`src/rtl/core/sptmr_pkg.sv`:
```
// ----------------------------------------------------------------------------
// sptmr_pkg
// Shared codes, types and state-transition functions of the slot pool
// lifecycle timer.
// ----------------------------------------------------------------------------
`default_nettype none

package sptmr_pkg;

  // Command codes.
  localparam logic [1:0] CMD_TICK    = 2'd0;
  localparam logic [1:0] CMD_ALLOC   = 2'd1;
  localparam logic [1:0] CMD_KILL    = 2'd2;
  localparam logic [1:0] CMD_DELAYED = 2'd3;

  // Status codes.
  localparam logic [1:0] ST_OK         = 2'd0;
  localparam logic [1:0] ST_POOL_FULL  = 2'd1;
  localparam logic [1:0] ST_TIMER_FULL = 2'd2;

  // Lifecycle states of one slot.
  localparam logic [2:0] LS_FREE       = 3'd0;
  localparam logic [2:0] LS_CREATED    = 3'd1;
  localparam logic [2:0] LS_STARTING   = 3'd2;
  localparam logic [2:0] LS_RUNNING    = 3'd3;
  localparam logic [2:0] LS_KILL_REQ   = 3'd4;
  localparam logic [2:0] LS_DESTROYING = 3'd5;

  // One entry of the delayed-destroy timer table.
  typedef struct packed {
    logic        valid;
    logic [5:0]  target;
    logic [15:0] left;
  } tmr_entry_t;

  // State reached by a slot on a tick.
  function automatic logic [2:0] tick_next(input logic [2:0] cur);
    logic [2:0] nxt;
    case (cur)
      LS_CREATED:    nxt = LS_STARTING;
      LS_STARTING:   nxt = LS_RUNNING;
      LS_RUNNING:    nxt = LS_RUNNING;
      LS_KILL_REQ:   nxt = LS_DESTROYING;
      default:       nxt = LS_FREE;
    endcase
    return nxt;
  endfunction

  // State reached by a slot on a destroy.
  function automatic logic [2:0] kill_next(input logic [2:0] cur);
    logic [2:0] nxt;
    case (cur)
      LS_CREATED, LS_STARTING, LS_RUNNING, LS_KILL_REQ: nxt = LS_KILL_REQ;
      LS_DESTROYING:                                    nxt = LS_DESTROYING;
      default:                                          nxt = LS_FREE;
    endcase
    return nxt;
  endfunction

endpackage

`default_nettype wire

```
`src/rtl/core/slot_pool_lifecycle_timer.sv`:
```
// A tick walks every slot, then every timer entry, with an extra destroy step
// for each firing timer whose slot lies inside the pool. Allocate and delayed
// destroy search their memory for a free entry. The result beat is registered,
// comes with busy low and is never stalled. Throughput: one command at a time;
// each memory is walked one entry per cycle, but a timer's destroy step pauses
// the timer walk. Reset: a clearing pass empties both memories with busy held high.
// ----------------------------------------------------------------------------
// slot_pool_lifecycle_timer
// Pool of lifecycle slots with a table of delayed-destroy timers, driven by a
// small sequencer over two on-chip memories.
// ----------------------------------------------------------------------------
`default_nettype none

module slot_pool_lifecycle_timer #(
  parameter int unsigned POOL_SLOTS = 64
) (
  input  wire logic        clk_i,
  input  wire logic        rst_ni,
  input  wire logic        start,
  output logic             busy,
  input  wire logic [1:0]  command_i,
  input  wire logic [5:0]  slot_i,
  input  wire logic [15:0] delay_i,
  input  wire logic [15:0] elapsed_i,
  output logic             valid_o,
  output logic [1:0]       status_o,
  output logic [5:0]       granted_slot_o,
  output logic [2:0]       slot_state_o
);

  // Address width of both memories, width of the walk counter (it must hold
  // POOL_SLOTS itself) and a compare width that covers slot numbers and the
  // pool size alike.
  localparam int unsigned AW    = $clog2(POOL_SLOTS);
  localparam int unsigned CNT_W = $clog2(POOL_SLOTS + 1);
  localparam int unsigned CW    = ((AW > 6) ? AW : 6) + 1;
  localparam int unsigned TW    = $bits(sptmr_pkg::tmr_entry_t);

  localparam logic [CNT_W-1:0] IDX_LAST = CNT_W'(POOL_SLOTS - 1);
  localparam logic [CNT_W-1:0] IDX_END  = CNT_W'(POOL_SLOTS);
  localparam logic [CNT_W-1:0] IDX_ONE  = CNT_W'(1);
  localparam logic [CW-1:0]    POOL_CW  = CW'(POOL_SLOTS);

  // Sequencer states.
  localparam logic [3:0] S_CLEAR = 4'd0;  // clearing pass after reset
  localparam logic [3:0] S_IDLE  = 4'd1;  // waiting for a command
  localparam logic [3:0] S_TL    = 4'd2;  // tick: advance every slot
  localparam logic [3:0] S_TC    = 4'd3;  // tick: check one timer entry
  localparam logic [3:0] S_TK    = 4'd4;  // tick: destroy a timer's slot
  localparam logic [3:0] S_SR    = 4'd5;  // read the addressed slot
  localparam logic [3:0] S_SH    = 4'd6;  // report the addressed slot
  localparam logic [3:0] S_AL    = 4'd7;  // allocate: search a free slot
  localparam logic [3:0] S_DS    = 4'd8;  // delayed destroy: free timer search
  localparam logic [3:0] S_KL    = 4'd9;  // destroy now: write the slot

  logic [3:0]       state_q, state_d;
  logic [CNT_W-1:0] idx_q, idx_d;
  logic [CNT_W-1:0] idx_prev;
  logic [1:0]       status_q, status_d;
  logic [5:0]       slot_q, slot_d;
  logic [15:0]      delay_q, delay_d;
  logic [15:0]      elapsed_q, elapsed_d;

  logic             out_v_q, out_v_d;
  logic [1:0]       out_status_q, out_status_d;
  logic [5:0]       out_slot_q, out_slot_d;
  logic [2:0]       out_state_q, out_state_d;

  // Slot memory port signals.
  logic          l_we, l_re;
  logic [AW-1:0] l_waddr, l_raddr;
  logic [2:0]    l_wdata, l_rdata;

  // Timer memory port signals.
  logic                   t_we, t_re;
  logic [AW-1:0]          t_waddr, t_raddr;
  sptmr_pkg::tmr_entry_t  t_wdata, t_rd;
  logic [TW-1:0]          t_rdata;

  logic          in_pool_i, in_pool_q, tgt_in_pool;
  logic [AW-1:0] slot_addr_i, slot_addr_q, tgt_addr;
  logic [CW-1:0] prev_cw;
  logic          tmr_fire;
  logic          advance;

  sptmr_ram #(
    .WIDTH (3),
    .DEPTH (POOL_SLOTS)
  ) u_life_ram (
    .clk_i   (clk_i),
    .we_i    (l_we),
    .waddr_i (l_waddr),
    .wdata_i (l_wdata),
    .re_i    (l_re),
    .raddr_i (l_raddr),
    .rdata_o (l_rdata)
  );

  sptmr_ram #(
    .WIDTH (TW),
    .DEPTH (POOL_SLOTS)
  ) u_tmr_ram (
    .clk_i   (clk_i),
    .we_i    (t_we),
    .waddr_i (t_waddr),
    .wdata_i (t_wdata),
    .re_i    (t_re),
    .raddr_i (t_raddr),
    .rdata_o (t_rdata)
  );

  assign t_rd = t_rdata;

  // Slot numbers beyond the pool are never used as addresses; the compare is
  // carried out at a width that holds both the slot field and the pool size.
  assign in_pool_i   = (CW'(slot_i) < POOL_CW);
  assign in_pool_q   = (CW'(slot_q) < POOL_CW);
  assign tgt_in_pool = (CW'(t_rd.target) < POOL_CW);
  assign slot_addr_i = AW'(slot_i);
  assign slot_addr_q = AW'(slot_q);
  assign tgt_addr    = AW'(t_rd.target);

  // The memories return read data from a register, so the searches and
  // the slot walk look at the entry one below the counter.
  assign idx_prev = idx_q - IDX_ONE;
  assign prev_cw  = CW'(idx_prev);

  // A live timer fires once the elapsed time covers what is left of it.
  assign tmr_fire = t_rd.valid && (elapsed_q >= t_rd.left);

  always_comb begin
    state_d      = state_q;
    idx_d        = idx_q;
    status_d     = status_q;
    slot_d       = slot_q;
    delay_d      = delay_q;
    elapsed_d    = elapsed_q;
    out_v_d      = 1'b0;
    out_status_d = out_status_q;
    out_slot_d   = out_slot_q;
    out_state_d  = out_state_q;
    l_we         = 1'b0;
    l_waddr      = idx_q[AW-1:0];
    l_wdata      = sptmr_pkg::LS_FREE;
    l_re         = 1'b0;
    l_raddr      = idx_q[AW-1:0];
    t_we         = 1'b0;
    t_waddr      = idx_q[AW-1:0];
    t_wdata      = '0;
    t_re         = 1'b0;
    t_raddr      = idx_q[AW-1:0];
    advance      = 1'b0;

    unique case (state_q)
      S_CLEAR: begin
        l_we  = 1'b1;
        t_we  = 1'b1;
        idx_d = idx_q + IDX_ONE;
        if (idx_q == IDX_LAST) begin
          idx_d   = '0;
          state_d = S_IDLE;
        end
      end

      S_IDLE: begin
        if (start) begin
          slot_d    = slot_i;
          delay_d   = delay_i;
          elapsed_d = elapsed_i;
          status_d  = sptmr_pkg::ST_OK;
          idx_d     = '0;
          case (command_i)
            sptmr_pkg::CMD_TICK:  state_d = S_TL;
            sptmr_pkg::CMD_ALLOC: state_d = S_AL;
            sptmr_pkg::CMD_KILL: begin
              if (in_pool_i) begin
                l_re    = 1'b1;
                l_raddr = slot_addr_i;
                state_d = S_KL;
              end else begin
                out_v_d      = 1'b1;
                out_status_d = sptmr_pkg::ST_OK;
                out_slot_d   = slot_i;
                out_state_d  = sptmr_pkg::LS_FREE;
              end
            end
            default: begin
              if (in_pool_i) begin
                state_d = S_DS;
              end else begin
                out_v_d      = 1'b1;
                out_status_d = sptmr_pkg::ST_OK;
                out_slot_d   = slot_i;
                out_state_d  = sptmr_pkg::LS_FREE;
              end
            end
          endcase
        end
      end

      S_TL: begin
        l_re    = (idx_q != IDX_END);
        l_we    = (idx_q != '0);
        l_waddr = idx_prev[AW-1:0];
        l_wdata = sptmr_pkg::tick_next(l_rdata);
        idx_d   = idx_q + IDX_ONE;
        if (idx_q == IDX_END) begin
          t_re    = 1'b1;
          t_raddr = '0;
          idx_d   = '0;
          state_d = S_TC;
        end
      end

      S_TC: begin
        if (tmr_fire) begin
          t_we    = 1'b1;
          t_wdata = '0;
          if (tgt_in_pool) begin
            l_re    = 1'b1;
            l_raddr = tgt_addr;
            state_d = S_TK;
          end else begin
            advance = 1'b1;
          end
        end else begin
          t_we         = t_rd.valid;
          t_wdata      = t_rd;
          t_wdata.left = t_rd.left - elapsed_q;
          advance      = 1'b1;
        end
      end

      S_TK: begin
        l_we    = 1'b1;
        l_waddr = tgt_addr;
        l_wdata = sptmr_pkg::kill_next(l_rdata);
        advance = 1'b1;
        state_d = S_TC;
      end

      S_SR: begin
        if (in_pool_q) begin
          l_re    = 1'b1;
          l_raddr = slot_addr_q;
          state_d = S_SH;
        end else begin
          out_v_d      = 1'b1;
          out_status_d = status_q;
          out_slot_d   = slot_q;
          out_state_d  = sptmr_pkg::LS_FREE;
          state_d      = S_IDLE;
        end
      end

      S_SH: begin
        out_v_d      = 1'b1;
        out_status_d = status_q;
        out_slot_d   = slot_q;
        out_state_d  = l_rdata;
        state_d      = S_IDLE;
      end

      S_AL: begin
        l_re  = (idx_q != IDX_END);
        idx_d = idx_q + IDX_ONE;
        if ((idx_q != '0) && (l_rdata == sptmr_pkg::LS_FREE)) begin
          l_we         = 1'b1;
          l_waddr      = idx_prev[AW-1:0];
          l_wdata      = sptmr_pkg::LS_CREATED;
          out_v_d      = 1'b1;
          out_status_d = sptmr_pkg::ST_OK;
          out_slot_d   = prev_cw[5:0];
          out_state_d  = sptmr_pkg::LS_CREATED;
          state_d      = S_IDLE;
        end else if (idx_q == IDX_END) begin
          status_d = sptmr_pkg::ST_POOL_FULL;
          state_d  = S_SR;
        end
      end

      S_DS: begin
        t_re  = (idx_q != IDX_END);
        idx_d = idx_q + IDX_ONE;
        if ((idx_q != '0) && !t_rd.valid) begin
          t_we           = 1'b1;
          t_waddr        = idx_prev[AW-1:0];
          t_wdata.valid  = 1'b1;
          t_wdata.target = slot_q;
          t_wdata.left   = delay_q;
          state_d        = S_SR;
        end else if (idx_q == IDX_END) begin
          status_d = sptmr_pkg::ST_TIMER_FULL;
          state_d  = S_SR;
        end
      end

      S_KL: begin
        l_we         = 1'b1;
        l_waddr      = slot_addr_q;
        l_wdata      = sptmr_pkg::kill_next(l_rdata);
        out_v_d      = 1'b1;
        out_status_d = sptmr_pkg::ST_OK;
        out_slot_d   = slot_q;
        out_state_d  = sptmr_pkg::kill_next(l_rdata);
        state_d      = S_IDLE;
      end

      default: begin
        idx_d   = '0;
        state_d = S_CLEAR;
      end
    endcase

    // Step on to the next timer entry, or finish the tick with a read of the
    // addressed slot once the last entry has been handled.
    if (advance) begin
      if (idx_q == IDX_LAST) begin
        state_d = S_SR;
      end else begin
        t_re    = 1'b1;
        t_raddr = idx_q[AW-1:0] + AW'(1);
        idx_d   = idx_q + IDX_ONE;
        state_d = S_TC;
      end
    end
  end

  always_ff @(posedge clk_i or negedge rst_ni) begin
    if (!rst_ni) begin
      state_q <= S_CLEAR;
      idx_q   <= '0;
      out_v_q <= 1'b0;
    end else begin
      state_q <= state_d;
      idx_q   <= idx_d;
      out_v_q <= out_v_d;
    end
  end

  always_ff @(posedge clk_i) begin
    status_q     <= status_d;
    slot_q       <= slot_d;
    delay_q      <= delay_d;
    elapsed_q    <= elapsed_d;
    out_status_q <= out_status_d;
    out_slot_q   <= out_slot_d;
    out_state_q  <= out_state_d;
  end

  assign busy           = (state_q != S_IDLE);
  assign valid_o        = out_v_q;
  assign status_o       = out_status_q;
  assign granted_slot_o = out_slot_q;
  assign slot_state_o   = out_state_q;

  // An accepted tick always sets the sequencer busy.
  a_tick_busy : assert property (@(posedge clk_i) disable iff (!rst_ni)
    start && !busy && (command_i == sptmr_pkg::CMD_TICK) |=> busy)
    else $error("tick accepted without the sequencer going busy");

  // Every result beat is issued while the sequencer is idle.
  a_beat_idle : assert property (@(posedge clk_i) disable iff (!rst_ni)
    valid_o |-> !busy)
    else $error("result beat while the sequencer is still working");

  // Neither memory is written while the block waits for a command.
  a_no_idle_write : assert property (@(posedge clk_i) disable iff (!rst_ni)
    !busy |-> !l_we && !t_we)
    else $error("memory write while idle");

endmodule

`default_nettype wire

```
`src/rtl/core/sptmr_ram.sv`:
```
// ----------------------------------------------------------------------------
// sptmr_ram
// Simple dual-port memory: one write port and one read port with registered
// read data.
// ----------------------------------------------------------------------------
`default_nettype none

module sptmr_ram #(
  parameter int unsigned WIDTH = 8,
  parameter int unsigned DEPTH = 64
) (
  input  wire logic                     clk_i,
  input  wire logic                     we_i,
  input  wire logic [$clog2(DEPTH)-1:0] waddr_i,
  input  wire logic [WIDTH-1:0]         wdata_i,
  input  wire logic                     re_i,
  input  wire logic [$clog2(DEPTH)-1:0] raddr_i,
  output logic      [WIDTH-1:0]         rdata_o
);

  logic [WIDTH-1:0] mem_q [DEPTH];

  always_ff @(posedge clk_i) begin
    if (we_i) begin
      mem_q[waddr_i] <= wdata_i;
    end
  end

  always_ff @(posedge clk_i) begin
    if (re_i) begin
      rdata_o <= mem_q[raddr_i];
    end
  end

endmodule

`default_nettype wire
```
`config.mk`:
```
export PLATFORM = sky130hd
export DESIGN_NAME = slot_pool_lifecycle_timer
export DESIGN_NICKNAME = d
export VERILOG_FILES = /design/src/rtl/core/sptmr_pkg.sv /design/src/rtl/core/slot_pool_lifecycle_timer.sv /design/src/rtl/core/sptmr_ram.sv
export SDC_FILE = /design/constraint.sdc
export NUM_CORES = 2
export LEC_CHECK = 0
export BUFFER_PORTS_ARGS = -buffer_cell sky130_fd_sc_hd__buf_2
export CORE_MARGIN = 4
export CORE_UTILIZATION = 57
export DETAILED_ROUTE_END_ITERATION = 6
export PLACE_DENSITY = 0.79
export SLEW_MARGIN = 0
export SYNTH_ARGS = -nofsm -noshare
export SYNTH_HDL_FRONTEND = slang
export SYNTH_SLANG_ARGS = --single-unit
```
`constraint.sdc`:
```
create_clock -name clk_i -period 5.55 [get_ports clk_i]
set_input_delay 1.665 -clock clk_i [delete_from_list [all_inputs] [get_ports clk_i]]
set_output_delay 1.665 -clock clk_i [all_outputs]
set_load 0.02 [all_outputs]
```
Yosys cells after proc, flatten, opt, wreduce, memory -nomap -nowiden
Memory sizes are Yosys's and may differ from the RTL's. A register that Yosys moved wholly into a read port is not among the register bits. Index checks and enable logic that the tools add are counted.

$add $sub $neg: 4. Order comparisons: 1. Equality and inequality tests: 30. Muxes and demuxes: 68. Reductions and logical operators: 24.

Operators with widths (count): $mux W6 (11); $mux W23 (2); $pmux W23 S2 (1); $pmux W4 S9 (1); $mux W7 (5); $pmux W7 S5 (1); $mux W4 (8); $pmux W3 S3 (3); $pmux W6 S4 (1); $pmux W6 S3 (1); $eq A4 B3 Y1 const B (4); $ge A16 B16 Y1 (1); $sub A16 B16 Y16 (1); $mux W1 (15); $mux W2 (6); $ne A2 B2 Y1 const B (6); $ne A3 B3 Y1 const B (4); $pmux W2 S3 (2); $pmux W4 S3 (1); $pmux W6 S2 (1); $reduce_or A2 Y1 (5); $eq A4 B2 Y1 const B (2); $eq A4 B4 Y1 const B (2); $add A7 B1 Y7 const B (1); 31 further kinds (42).

Flip-flop bits (word level): 63. Memory bits (writable): 1664. Word-level logic and storage cells: 139. Memories: 2.

Memories: u_tmr_ram.mem_q (words 64, bits a word 23, read ports 1, clocked after Yosys merged registers in 1, wr ports 1, line sptmr_ram.sv:21) `logic [WIDTH-1:0] mem_q [DEPTH];`; u_life_ram.mem_q (words 64, bits a word 3, read ports 1, clocked after Yosys merged registers in 1, wr ports 1, line sptmr_ram.sv:21).

Depth between registers and ports, before layout
Word-level depth: 6. Depth in mapped cells: 20. Depth with buffers taken out: 15.

Hierarchy
From an unflattened synthesis, not the netlist that was laid out.

Cells, all modules: 3387. Area, all modules: 69470.4 sq um.

By module, submodules not included: sptmr_ram (u_tmr_ram) (times used 1, cells each 2446, area each 56950.9 sq um, sequential area each 44893.1 sq um); sptmr_ram (u_life_ram) (times used 1, cells each 432, area each 7945.1 sq um, sequential area each 5855.6 sq um); slot_pool_lifecycle_timer (times used 1, cells each 509, area each 4574.4 sq um, sequential area each 1831.8 sq um).

Least setup slack after synthesis
No wires, ideal clock.

Path kind: register to register. Start: register u_tmr_ram.rdata_o[1], read port of u_tmr_ram.mem_q. End: memory u_tmr_ram.mem_q[0][13] (netlist name), data pin. Setup time: 701 ps. Arrival: 4765 ps. Data required time: 4849 ps. Slack: 83 ps. Stages on the path, launching flop included: 13. Period minus slack after synthesis: 5467 ps. Cell sequence: edfxtp_1 -> ha_1 -> nor2b_1 -> o21ai_0 -> a21boi_0 -> o21ai_0 -> a21boi_0 -> o2111ai_1 -> nand3_1 -> a31o_2 -> a21oi_1 -> xor2_1 -> o21ai_0.

RTL lines: start, declared (line sptmr_ram.sv:18) `output logic [WIDTH-1:0] rdata_o`; end, declared (line sptmr_ram.sv:21).

Final worst setup path
Start: register u_tmr_ram.rdata_o[0], read port of u_tmr_ram.mem_q. End: register u_tmr_ram.rdata_o[4], read port of u_tmr_ram.mem_q, data pin.

Longest elaborated chain between the ends: 5. Elaborated cells on any way between the ends: 6. Classes of those cells: order compare (1); mux (4); reduce/logical (1).

Ends and longest elaborated chain: $ge A16 B16 Y1 * (line slot_pool_lifecycle_timer.sv:129) `assign tmr_fire = t_rd.valid && (elapsed_q >= t_rd.left);`; $logic_and A1 B1 Y1 * (line slot_pool_lifecycle_timer.sv:129); $mux W1 * (line slot_pool_lifecycle_timer.sv:216) `if (tmr_fire) begin`; $pmux W1 S2 * (line slot_pool_lifecycle_timer.sv:154) `unique case (state_q)`; $mux W6 or $mux W1 (tied branches) (line slot_pool_lifecycle_timer.sv:317) `if (advance) begin`.

Every way passes the cells marked *; elsewhere a longest branch is shown, timed or not. A chain may end at the register's enable or synchronous reset.

==> reports/summary.txt <==
STATUS
---------------------------------------------------------------------------------
Outcome                                                              complete, no violations

CLOCK TREE
---------------------------------------------------------------------------------
Number of buffers inserted by post-CTS setup repair                             0
Sink count of the clock tree                                                 1753
Max clock buf depth                                                             3
TritonCTS clock tree                                                         done
Clk Tree Root Cell                                                   sky130_fd_sc_hd__clkbuf_16
CTS HTree Levels                                                                4
Clock slew seen by the registers of the worst setup and hold paths        0.06 ns
Total clock buffers created by CTS                                            166
Clock network latency to the later pin of the worst-skew pair             0.81 ns

CRITICAL PATH
---------------------------------------------------------------------------------
Slowest cell delay on critical path                                       0.57 ns
Worst setup SP type                                                          flop
Data arrival time of the worst path                                       5.73 ns
Kind of end point of the critical path                                       flop
Slowest CP cell                                                      sky130_fd_sc_hd__mux4_2
Sequence of cells on the critical path                               inv_1 > ha_1 > inv_1 > fa_1 > nand3_1 > a21oi_1 > o31ai_1 > a21boi_4 > a21oi_1 > buf_4 > nor3_2 > nor2_8 > buf_12 > buf_4 > mux4_2 > a211oi_2 > o2111a_1 > nand4_1
Buffer and inverter count on the worst path                                     5
Crit path max fanout                                                           24
Cell family contributing the most delay on the critical path         compound AO/OA/AOI/OAI gates
Crit Path Class                                                      flop to flop
Endpoint required time on the critical path                               5.96 ns
R2R Setup Slk                                                             0.23 ns

SYNTH
---------------------------------------------------------------------------------
Async SR Flop Fraction                                                     0.685%
Share of the synthesized area in the top cell type                          71.8%
Sequential fraction of the synthesis area                                   72.2%
Number of instances in the synthesized netlist                               5142
Count leader, synth                                                  sky130_fd_sc_hd__edfxtp_1
Post-synth net total                                                         5208
Most numerous cell types in the synthesized netlist                  sky130_fd_sc_hd__edfxtp_1, sky130_fd_sc_hd__nand3_1, sky130_fd_sc_hd__nand2_1
Synthesis-stage register bit count                                           1753
Synth area leader                                                    sky130_fd_sc_hd__edfxtp_1
Number of warnings printed during yosys synthesis                               0
Top flip-flop cell by instance count after synthesis                 sky130_fd_sc_hd__edfxtp_1
Top cells by area, synth                                             sky130_fd_sc_hd__edfxtp_1, sky130_fd_sc_hd__mux2i_1, sky130_fd_sc_hd__nand3_1
Post-Syn Area per Cell                                                   14.2 um2
Post-synthesis cell type count                                                 83
Cell area after technology mapping                                      72800 um2
Number of enable flip-flop cells after synthesis                             1741

PLACED DESIGN
---------------------------------------------------------------------------------
Worst slack, placed                                                     0.0131 ns
Half-perimeter wire length after detailed placement                        122 mm
Last weighted congestion value of the routability-driven placer             0.919
Standard cell area after detailed placement                             76300 um2
Port Buf Inserts                                                               55

PWR
---------------------------------------------------------------------------------
Clk pwr share                                                               23.4%
Fraction of power consumed by sequential logic                              34.7%
Combinational share of power                                                41.9%
Fraction of power spent switching nets                                      40.1%
Pwr dens                                                               590 nW/um2
Leakage power figure                                                      27.3 nW
Internal power contribution                                               28.8 mW
Switching power summed over all nets                                      19.3 mW
Maximum VDD drop                                                       0.000659 V

ROUTING
---------------------------------------------------------------------------------
Vias per Instance                                                            7.00
Initial detailed-routing violation count                                     8754
Final wirelength                                                           212 mm
Wire length per cell                                                      30.3 um
Via count                                                                   48983
# DRC                                                                           0
1st-pass router iterations                                                      7
Count of antenna-violating nets left after detailed routing                     0

MIN PATH
---------------------------------------------------------------------------------
Class of the tightest hold or removal check                          flop to flop

FLOORPLANNING
---------------------------------------------------------------------------------
Overall die width                                                          365 um
Core outline area                                                      126000 um2
Top Ports                                                                      56
Area of the die                                                        133000 um2
Number of cell rows                                                           130
Die height                                                                 365 um
Initial cell density of the core                                            57.7%

TIMING
---------------------------------------------------------------------------------
Worst setup margin                                                       0.234 ns
Final clock period utilization by the worst path                            95.8%
Setup repair after global routing missed its margin                            no
Least-Margin Pin Slew                                                     1.32 ns
Minimum clock period                                                      5.32 ns
TNS Setup                                                                    0 ns
Number of max-slew violations in the final report                               0
Final hold violation count                                                      0
F_max                                                                     188 MHz
# setup viols final                                                             0
Layout Skew                                                             0.0397 ns
Slew Limit Headroom                                                         9.72%

CELLS AND AREA
---------------------------------------------------------------------------------
Area overhead of the layout relative to synthesis                           12.2%
Post-layout net count                                                        5298
Proportion of layout cells with a drive suffix above 1                      13.8%
Final Instance Area                                                     81700 um2
Number of diodes added for antenna fixing                                       0

GLOBAL ROUTING
---------------------------------------------------------------------------------
Number of antenna violations at the first check in global routing               9
Final global-route overflow total                                               0
Maximum number of pins on one net before global-route repair                  185
Total global routing track utilization                                      31.4%
Wire length of the first global-routing pass                               309 mm
Vias in the first global route                                              47881

JOB
---------------------------------------------------------------------------------
Count of max-cap constraint violations                                          0

[timing repair]
| item | 4_1_cts | 5_1_grt |
|---|---|---|
| gates cloned | 0 | 0 |
| gates resized for setup | 1 | 3 |
| pin swaps | 0 | 0 |
| endpoints found under the setup margin | 1 | 3 |
| hold buffers | 0 | 0 |
[metal layers]
layer / part of all wire [%] / track usage, % / up-vias
li1: - / - / 20293
met3: 16 / 10.4 / 742
met2: 44 / 46.7 / 4131
met1: 35 / 41.6 / 23811
met4: 5.8 / 16.5 / 6
met5: 0.019 / 0 / -
[path summary, 6_finish.rpt]
check                                startpoint              endpoint  depth (start not counted)
max                        u_tmr_ram.rdata_o[0]  u_tmr_ram.rdata_o[4]                         18
min                                 status_q[1]           status_o[1]                          1
max reg2reg                u_tmr_ram.rdata_o[0]  u_tmr_ram.rdata_o[4]                         18
min reg2reg                         status_q[1]           status_o[1]                          1
max in group asynchronous                rst_ni               valid_o                          1
min in group asynchronous                rst_ni              idx_q[4]                          1
[cell usage in the layout, fill, tap and decap left out, types with 25 or more instances in the layout]
master and count:
sky130_fd_sc_hd__inv_1 49, sky130_fd_sc_hd__a22oi_1 28, sky130_fd_sc_hd__nand2_1 438, sky130_fd_sc_hd__and3_1 29
sky130_fd_sc_hd__edfxtp_1 1741, sky130_fd_sc_hd__mux2i_1 227, sky130_fd_sc_hd__a31oi_1 76, sky130_fd_sc_hd__buf_12 49
sky130_fd_sc_hd__o22a_1 46, sky130_fd_sc_hd__nor3_1 64, sky130_fd_sc_hd__clkbuf_1 42, sky130_fd_sc_hd__buf_4 223
sky130_fd_sc_hd__o41ai_1 66, sky130_fd_sc_hd__nor2_1 121, sky130_fd_sc_hd__nor2_2 60, sky130_fd_sc_hd__clkinv_1 25
sky130_fd_sc_hd__buf_2 55, sky130_fd_sc_hd__o21ai_0 371, sky130_fd_sc_hd__clkbuf_16 171, sky130_fd_sc_hd__nor2b_1 32
sky130_fd_sc_hd__a32oi_1 49, sky130_fd_sc_hd__a211oi_1 142, sky130_fd_sc_hd__nand4_1 33, sky130_fd_sc_hd__a21oi_1 349
sky130_fd_sc_hd__nand3_1 439
[sequential cells by signal, indices dropped and copies added, names as in the netlist]
name	flops
valid_o	1
u_tmr_ram.rdata_o	23
status_o	2
u_life_ram.mem_q	192
delay_q	16
state_q	4
granted_slot_o	6
status_q	2
u_tmr_ram.mem_q	1472
slot_state_o	3
slot_addr_q	6
u_life_ram.rdata_o	3
elapsed_q	16
idx_q	7
[final cells by class]
class	instances	area (um2)
multi-input combinational	2935	18600
clock buffer	213	4440
timing repair buffer	327	2930
tap	1650	2060
sequential	1753	52600
inverter	49	184
fill	8480	44500
clock inverter	75	885
[power groups by stage]
stage          clock (mW)  sequential (mW)  combinational [mW]
2_1_floorplan           0             16.9                12.2
3_3_place_gp            0             16.9                18.9
3_5_place_dp            0             17.0                19.4
4_1_cts              11.3             16.7                19.5
5_1_grt              11.9             16.7                21.0
6_report             11.3             16.7                20.2
[worst register-to-register path: cells and delay by family, from the launching register on]
kind                     cells  cell delay (ns)
multiplexers                 1             0.59
AO/OA/AOI/OAI                6             1.66
buffers and inverters        5             1.07
AND/OR/NAND/NOR              4             0.69
flip-flops                   1             0.36
adder cells (fa/ha/maj)      2             0.57
[kinds of logic after synthesis]
group / count (synthesis) / share of synthesized area (%)
xor gates and xnor gates: 18 / 0.217
DFF: 1753 / 72.2
muxes: 264 / 4.05
adders and majority gates: 23 / 0.406
buffers and inverters: 454 / 2.94
AOI/OAI and AO/OA: 1345 / 12.0
and+or+nand+nor: 1285 / 8.15
[metrics by stage]
stage	utilization (%)	cells	hold WS, ns	power, mW
CTS	64.7	7002	0.524	47.5
floorplan	-	5142	0.497	29.1
detailed placement	60.5	6714	0.508	36.3
finish	64.7	7002	0.520	48.2
global route	64.7	7002	0.551	49.7
global placement	60.5	6714	0.501	35.9
No activity file was read; power rests on OpenSTA's default activity.
